<file path="config.mk">
export PLATFORM = sky130hd
export DESIGN_NAME = pressure_gauge_threshold_monitor
export DESIGN_NICKNAME = d
export VERILOG_FILES = /design/src/pgtm_pkg.sv /design/src/pgtm_conv.sv /design/src/pgtm_check.sv /design/src/pressure_gauge_threshold_monitor.sv
export SDC_FILE = /design/constraint.sdc
export NUM_CORES = 1
export LEC_CHECK = 0
export BUFFER_PORTS_ARGS = -buffer_cell sky130_fd_sc_hd__clkbuf_2
export CAP_MARGIN = 20
export CORE_MARGIN = 2
export CORE_UTILIZATION = 58
export DETAILED_ROUTE_END_ITERATION = 7
export PLACE_DENSITY = 0.78
export SLEW_MARGIN = 20
export SYNTH_ARGS = -nofsm -noshare
export SYNTH_HDL_FRONTEND = slang
export SYNTH_SLANG_ARGS = --single-unit
</file>
<file path="constraint.sdc">
create_clock -name clk -period 14.4 [get_ports clk]
set_input_delay 2.88 -clock clk [delete_from_list [all_inputs] [get_ports clk]]
set_output_delay 2.88 -clock clk [all_outputs]
set_load 0.05 [all_outputs]
</file>
<file path="src/pgtm_pkg.sv">
// Package for the pressure gauge threshold monitor.
// Register indexes, LED and fault event codes, and the per-gauge state type.
// No dependencies.
package pgtm_pkg;

	localparam int THR_REGS = 3;

	localparam logic [2:0] REG_ZERO_CODE   = 3'd0;
	localparam logic [2:0] REG_SLOPE_Q8    = 3'd1;
	localparam logic [2:0] REG_BASE        = 3'd2;
	localparam logic [2:0] REG_VALID_WIN   = 3'd3;
	localparam logic [2:0] REG_FAULT_LIMIT = 3'd4;
	localparam logic [2:0] REG_THR_GAUGE0  = 3'd5;
	localparam logic [2:0] REG_THR_GAUGE1  = 3'd6;
	localparam logic [2:0] REG_THR_GAUGE2  = 3'd7;

	localparam logic [1:0] LED_OFF   = 2'd0;
	localparam logic [1:0] LED_GREEN = 2'd1;
	localparam logic [1:0] LED_BLUE  = 2'd2;
	localparam logic [1:0] LED_RED   = 2'd3;

	localparam logic [1:0] EV_NONE = 2'd0;
	localparam logic [1:0] EV_LOW  = 2'd1;
	localparam logic [1:0] EV_HIGH = 2'd2;

	localparam logic [11:0] ZERO_CODE_RST   = 12'd0;
	localparam logic [15:0] SLOPE_RST       = 16'd256;
	localparam logic [15:0] BASE_RST        = 16'd0;
	localparam logic [31:0] VALID_WIN_RST   = 32'h7FFF_7FFF;
	localparam logic [7:0]  FAULT_LIMIT_RST = 8'd3;

	typedef struct packed {
		logic [7:0] low_cnt;
		logic [7:0] high_cnt;
		logic       low_flag;
		logic       high_flag;
		logic [1:0] led;
	} pgtm_state_t;

endpackage

</file>
<file path="src/pgtm_conv.sv">
// Code-to-pressure conversion: ((code - zero) * slope) >>> 8 + base, saturated.
// Uses pgtm_pkg (nothing beyond the import convention).
module pgtm_conv import pgtm_pkg::*; (
	input  logic [11:0]        adc_code,
	input  logic [11:0]        zero_code,
	input  logic [15:0]        slope_q8,
	input  logic signed [15:0] base_pressure,
	output logic signed [15:0] pressure
);

	logic signed [12:0] diff;
	logic signed [29:0] prod;
	logic signed [21:0] quot;
	logic signed [22:0] sum;

	always_comb begin
		diff = $signed({1'b0, adc_code}) - $signed({1'b0, zero_code});
		prod = 30'(diff) * 30'($signed({1'b0, slope_q8}));
		// arithmetic shift: floor division by 256
		quot = prod[29:8];
		sum  = 23'(quot) + 23'(base_pressure);
		if (sum > 23'sd32767)
			pressure = 16'sh7FFF;
		else if (sum < -23'sd32768)
			pressure = 16'sh8000;
		else
			pressure = sum[15:0];
	end

endmodule

</file>
<file path="src/pgtm_check.sv">
// Threshold check and fault counter update for one gauge.
// Uses pgtm_pkg for the state type, LED and event codes.
module pgtm_check import pgtm_pkg::*; (
	input  pgtm_state_t        cur,
	input  logic               run,
	input  logic signed [15:0] pressure,
	input  logic [31:0]        thresholds,
	input  logic [7:0]         fault_limit,
	output pgtm_state_t        nxt,
	output logic [1:0]         fault_event
);

	logic signed [15:0] lo;
	logic signed [15:0] hi;

	always_comb begin
		lo = thresholds[15:0];
		hi = thresholds[31:16];
		nxt = cur;
		fault_event = EV_NONE;
		if (run) begin
			if (pressure > lo && pressure < hi) begin
				nxt.low_cnt  = 8'd0;
				nxt.high_cnt = 8'd0;
				nxt.led      = LED_GREEN;
			end else begin
				// crossed thresholds: low steps first, high steps see their result
				if (pressure < lo && nxt.low_cnt <= fault_limit && nxt.low_cnt != 8'hFF) begin
					nxt.low_cnt  = nxt.low_cnt + 8'd1;
					nxt.high_cnt = 8'd0;
					if (nxt.low_cnt == fault_limit) begin
						nxt.low_flag = 1'b1;
						nxt.led      = LED_BLUE;
						fault_event  = EV_LOW;
					end
				end
				if (pressure > hi && nxt.high_cnt <= fault_limit && nxt.high_cnt != 8'hFF) begin
					nxt.high_cnt = nxt.high_cnt + 8'd1;
					nxt.low_cnt  = 8'd0;
					if (nxt.high_cnt == fault_limit) begin
						nxt.high_flag = 1'b1;
						nxt.led       = LED_RED;
						fault_event   = EV_HIGH;
					end
				end
			end
		end
	end

endmodule

</file>
<file path="src/pressure_gauge_threshold_monitor.sv">
// Top level of the pressure gauge threshold monitor.
// Uses pgtm_pkg, pgtm_conv and pgtm_check.
//
//  channel  | handshake            | payload
//  ---------+----------------------+-----------------------------------------------
//  input    | in_valid / in_stall  | gauge_index, adc_code, run_checks
//  result   | out_valid / out_stall| gauge_echo, pressure, pressure_valid, led_code,
//           |                      | fault_event, low_fault_latched, high_fault_latched
//  config   | cfg_we               | cfg_index, cfg_data
//
// One item per cycle when not stalled; registered in input, then result register.
// Conversion, window check and gauge state update happen in the cycle an item
// moves from the input register to the result register, so back-to-back items
// on the same gauge see the updated counters.
// Reset clears handshake state, gauge state and config registers to defaults.
// A stalled result holds; the input register still fills, then in_stall rises.
module pressure_gauge_threshold_monitor import pgtm_pkg::*; #(
	parameter int GAUGE_COUNT = 3
) (
	input  logic               clk,
	input  logic               arst_n,
	input  logic               in_valid,
	output logic               in_stall,
	input  logic [1:0]         gauge_index,
	input  logic [11:0]        adc_code,
	input  logic               run_checks,
	output logic               out_valid,
	input  logic               out_stall,
	output logic [1:0]         gauge_echo,
	output logic signed [15:0] pressure,
	output logic               pressure_valid,
	output logic [1:0]         led_code,
	output logic [1:0]         fault_event,
	output logic               low_fault_latched,
	output logic               high_fault_latched,
	input  logic               cfg_we,
	input  logic [2:0]         cfg_index,
	input  logic [31:0]        cfg_data
);

	localparam int LIVE = (GAUGE_COUNT < THR_REGS) ? GAUGE_COUNT : THR_REGS;

	logic [11:0] zero_code_q;
	logic [15:0] slope_q;
	logic [15:0] base_q;
	logic [31:0] window_q;
	logic [7:0]  limit_q;
	logic [31:0] thr_q [THR_REGS];

	pgtm_state_t st_q [LIVE];

	logic        s1_valid;
	logic [1:0]  s1_gauge;
	logic [11:0] s1_code;
	logic        s1_run;

	logic               out_valid_s2;
	logic [1:0]         gauge_s2;
	logic signed [15:0] pressure_s2;
	logic               pvalid_s2;
	logic [1:0]         led_s2;
	logic [1:0]         event_s2;
	logic               lflag_s2;
	logic               hflag_s2;

	logic               s2_ready;
	logic               advance;
	logic               hit;
	pgtm_state_t        cur;
	pgtm_state_t        nxt;
	logic [31:0]        thr_sel;
	logic signed [15:0] p;
	logic signed [15:0] vmin;
	logic signed [15:0] vmax;
	logic [1:0]         ev;

	assign s2_ready = !out_valid_s2 || !out_stall;
	assign in_stall = s1_valid && !s2_ready;
	assign advance  = s1_valid && s2_ready;

	always_ff @(posedge clk or negedge arst_n) begin
		if (!arst_n) begin
			zero_code_q <= ZERO_CODE_RST;
			slope_q     <= SLOPE_RST;
			base_q      <= BASE_RST;
			window_q    <= VALID_WIN_RST;
			limit_q     <= FAULT_LIMIT_RST;
			for (int i = 0; i < THR_REGS; i++) thr_q[i] <= '0;
		end else if (cfg_we) begin
			case (cfg_index)
				REG_ZERO_CODE:   zero_code_q <= cfg_data[11:0];
				REG_SLOPE_Q8:    slope_q     <= cfg_data[15:0];
				REG_BASE:        base_q      <= cfg_data[15:0];
				REG_VALID_WIN:   window_q    <= cfg_data;
				REG_FAULT_LIMIT: limit_q     <= cfg_data[7:0];
				REG_THR_GAUGE0:  thr_q[0]    <= cfg_data;
				REG_THR_GAUGE1:  thr_q[1]    <= cfg_data;
				REG_THR_GAUGE2:  thr_q[2]    <= cfg_data;
				default: ;
			endcase
		end
	end

	always_ff @(posedge clk or negedge arst_n) begin
		if (!arst_n) begin
			s1_valid <= 1'b0;
		end else if (!in_stall) begin
			s1_valid <= in_valid;
		end
	end

	always_ff @(posedge clk) begin
		if (in_valid && !in_stall) begin
			s1_gauge <= gauge_index;
			s1_code  <= adc_code;
			s1_run   <= run_checks;
		end
	end

	// gauge state and threshold select
	always_comb begin
		hit = 1'b0;
		cur = '0;
		for (int i = 0; i < LIVE; i++) begin
			if (s1_gauge == 2'(i)) begin
				hit = 1'b1;
				cur = st_q[i];
			end
		end
		thr_sel = '0;
		for (int i = 0; i < THR_REGS; i++) begin
			if (s1_gauge == 2'(i)) thr_sel = thr_q[i];
		end
	end

	pgtm_conv u_conv (
		.adc_code      (s1_code),
		.zero_code     (zero_code_q),
		.slope_q8      (slope_q),
		.base_pressure (base_q),
		.pressure      (p)
	);

	pgtm_check u_check (
		.cur         (cur),
		.run         (s1_run && hit),
		.pressure    (p),
		.thresholds  (thr_sel),
		.fault_limit (limit_q),
		.nxt         (nxt),
		.fault_event (ev)
	);

	assign vmin = window_q[15:0];
	assign vmax = window_q[31:16];

	always_ff @(posedge clk or negedge arst_n) begin
		if (!arst_n) begin
			for (int i = 0; i < LIVE; i++) st_q[i] <= '0;
		end else if (advance) begin
			for (int i = 0; i < LIVE; i++) begin
				if (s1_gauge == 2'(i)) st_q[i] <= nxt;
			end
		end
	end

	always_ff @(posedge clk or negedge arst_n) begin
		if (!arst_n) begin
			out_valid_s2 <= 1'b0;
		end else if (s2_ready) begin
			out_valid_s2 <= s1_valid;
		end
	end

	always_ff @(posedge clk) begin
		if (advance) begin
			gauge_s2    <= s1_gauge;
			pressure_s2 <= p;
			pvalid_s2   <= (p > vmin) && (p < vmax);
			led_s2      <= nxt.led;
			event_s2    <= ev;
			lflag_s2    <= nxt.low_flag;
			hflag_s2    <= nxt.high_flag;
		end
	end

	assign out_valid          = out_valid_s2;
	assign gauge_echo         = gauge_s2;
	assign pressure           = pressure_s2;
	assign pressure_valid     = pvalid_s2;
	assign led_code           = led_s2;
	assign fault_event        = event_s2;
	assign low_fault_latched  = lflag_s2;
	assign high_fault_latched = hflag_s2;

endmodule

</file>
==> metrics.txt <==
status completed; vias in the first global route 18652; cell total after placement 2930; grt ovf 0; routed vias 18246; CTS clk-pin slew, worst paths 0.07 ns; hold_ws 0.478 ns; die area 41900 µm²; CP max stage cell fa_1; crit path DAT 14.43 ns; CP Launch Point s1_code[1]; die width approximately 200 µm; fin cells 3007; GRT Resource Usage Total 29.0%; reg2reg end st_q[56]; crit-path most repeated cell fa_1; post-synthesis cell type count 88; share of layout cells above drive strength 1 around 20%; hold_sp st_q[12]; fin nets roughly 2900; Pins Over Slew Limit 0; # DRC 0; initial antenna violation count 1; Seq cells post-synth between 200 and 300; CTS Buf Count 31; row cnt 73; minimum clock period about 14 ns; initial core utilization 58.8%; drt total wl 59700 µm; Buffers on Ports 81; routability cong. 0.980; Critical Path RT 14.91 ns; fin crit share 96.7%; clock tree buffer depth 3; FMAX 0.0718 GHz; TNS Setup 0 ns; Setup crit start kind flop; Final Hold Viols 0; EDFF count, synth 40; post-route ant nets 0; max incr delay on CP 0.59 ns; Setup crit end st_q[56]; worst setup path category flop to flop; Post-CTS Hold Buffers 0; hold path depth 2; Seq/Total Area, Yosys 31.3%; root buffer cell clkbuf_16; yosys warns 0; R2R Path Start s1_code[1]; First-pass DRT Iterations 5; Final HPWL DP between 40000 and 50000 µm; Core Box Area 39700 µm²; first-pass GRT wire length 97400 µm; CTS tree done; final setup skew 0.0149 ns; Crit. End Element flop; crit-path max FO 7; Final Setup Violations 0; io pins slightly above 80; Gate Count Post-Synth 2356; Slew HR 25.8%; Finished Core Util ~66%; worst hold path type flop to flop; Worst R2R Path Depth 57; H-tree depth 1; initial DRC count 1173; Avg WL per Cell roughly 20 µm; largest net degree at the start of global routing approximately 110; worst-skew pair later-pin latency 0.59 ns; Die Ht approximately 200 µm; Post-Syn Nets 2780; P&R area growth vs syn 11.8%; Slew @ Worst Pin 1.11 ns; Clock Sinks ~280; FFs w/ async S/R, synth 85.8%; top_reg_cell synth dfrtp_1; Synth Cell Area 23300 µm²; fillers 3084; post-synthesis average cell area 9.91 µm²; vias per inst 6.07; r2r setup slk 0.48 ns; Max Cap Viol 0
stage by stage:
| step | setup slack, ns | area [µm²] |
|---|---|---|
| floorplan | 0.0622 | 23300 |
| global placement | 0.406 | 24600 |
| detailed placement | -0.264 | 24600 |
| CTS | 0.00156 | 25700 |
| global route | -0.122 | 26100 |
| finish | 0.481 | 26100 |
worst min-delay path by stage:
stage	to	slack, ns
floorplan	gauge_echo[0]	0.43
global placement	st_q[38]	0.46
detailed placement	st_q[52]	0.46
CTS	st_q[52]	0.48
global route	st_q[2]	0.50
finish	st_q[12]	0.48
repair_timing:
action                     4_1_cts  5_1_grt
setup endpoints to repair       62       62
gates cloned                     0        2
buffers inserted                 0       16
pin swaps                        0       28
gates resized for setup          4       71
flip-flops by register name, indices dropped and copies added, names as in the netlist:
name / flops
fault_event: 2
s1_valid: 1
st_q: 60
slope_q: 16
led_code: 2
pressure_valid: 1
gauge_echo: 2
window_q: 32
s1_code: 12
limit_q: 8
s1_gauge: 2
base_q: 16
low_fault_latched: 1
pressure: 16
out_valid: 1
thr_q: 96
s1_run: 1
high_fault_latched: 1
zero_code_q: 12
synthesized netlist by cell type, types with 9 or more instances:
cell,number,area (µm²)
a21oi_1,114,571
nor3_1,31,155
ha_1,214,2680
fa_1,155,3100
xor2_1,18,158
clkbuf_1,86,323
a2111oi_0,9,78.8
a21boi_0,10,75.1
nand2b_1,49,307
nand2_1,248,931
a31oi_1,27,169
inv_1,238,893
o21ai_0,67,335
a211o_1,10,87.6
edfxtp_1,40,1200
dfstp_2,33,867
nand4_1,23,144
a211oi_1,10,75.1
xnor2_1,40,350
nor2b_1,27,169
dfrtp_1,209,5230
nand3_1,33,165
a21o_1,25,188
buf_1,10,37.5
o21a_1,9,67.6
o211ai_1,9,67.6
and3_1,16,100
mux2_2,167,1880
nor2_1,152,571
o31ai_1,14,105
and2_1,54,338
mux2i_1,75,751
critical path: cells and delay by family, from the launching register on:
kind / cells / cell delay, ns
simple gates: 13 / 2.32
fa+ha+maj: 11 / 4.59
mux: 1 / 0.35
compound gates: 24 / 4.91
buf+inv: 6 / 0.89
flops: 1 / 0.40
xor+xnor: 2 / 0.39
cell usage in the layout (no fill, tap or decap), types with 7 or more instances in the layout:
master and count:
o211ai_1 9, mux2i_1 73, xor2_1 18, edfxtp_1 40, clkbuf_16 31, fa_1 154, xnor2_1 40, o21a_1 9
nor2_1 151, a21oi_1 108, o21ai_1 10, o21ai_0 57, a21oi_2 8, or2_2 8, buf_4 83, o31ai_1 13
ha_1 209, and3_1 15, a211o_1 10, a211oi_1 8, nand2_1 248, clkbuf_8 7, inv_1 238, nor3_1 26
a31oi_1 26, dfrtp_1 209, and2_1 54, nor2b_1 27, o21bai_1 7, nand3_1 32, mux2_2 166, a21o_1 25
nand4_1 23, nand2b_1 48, clkbuf_2 80, dfstp_2 33
final cells by class:
| class | count | area, µm² | share of cell area (%) |
|---|---|---|---|
| Clock inverter | 15 | 164 | 0.628 |
| Sequential cell | 282 | 7300 | 28.0 |
| Antenna cell | 1 | 2.50 | 0.00959 |
| Timing Repair Buffer | 172 | 1140 | 4.37 |
| Inverter | 240 | 901 | 3.45 |
| Clock buffer | 43 | 891 | 3.41 |
| Tap cell | 525 | 657 | 2.52 |
| Multi-Input combinational cell | 1729 | 15000 | 57.6 |
metal layers:
| metal | vias to the layer above | track usage, % | wire length (µm) | part of all wire [%] |
|---|---|---|---|---|
| met5 | - | 0 | 0 | 0 |
| met3 | 113 | 3.39 | 3740 | 6.3 |
| met2 | 604 | 47.4 | 28200 | 47 |
| li1 | 8277 | - | - | - |
| met1 | 9252 | 40.6 | 26100 | 44 |
| met4 | 0 | 8.85 | 1620 | 2.7 |
cell families (layout without fill, tap and decap cells):
family | after synthesis | after routing | share of synthesized area [%]
buffers and inverters | 346 | 470 | 5.68
XOR/XNOR | 60 | 60 | 2.37
AO/OA/AOI/OAI | 379 | 380 | 10.8
flip-flops | 282 | 282 | 31.3
AND/OR/NAND/NOR | 678 | 678 | 13.9
adder cells (fa/ha/maj) | 369 | 369 | 24.8
other | 0 | 1 | 0
multiplexers | 242 | 242 | 11.3
Power is not shown: default switching activity piles up to over one toggle a cycle in this logic, so the estimate is an artifact.
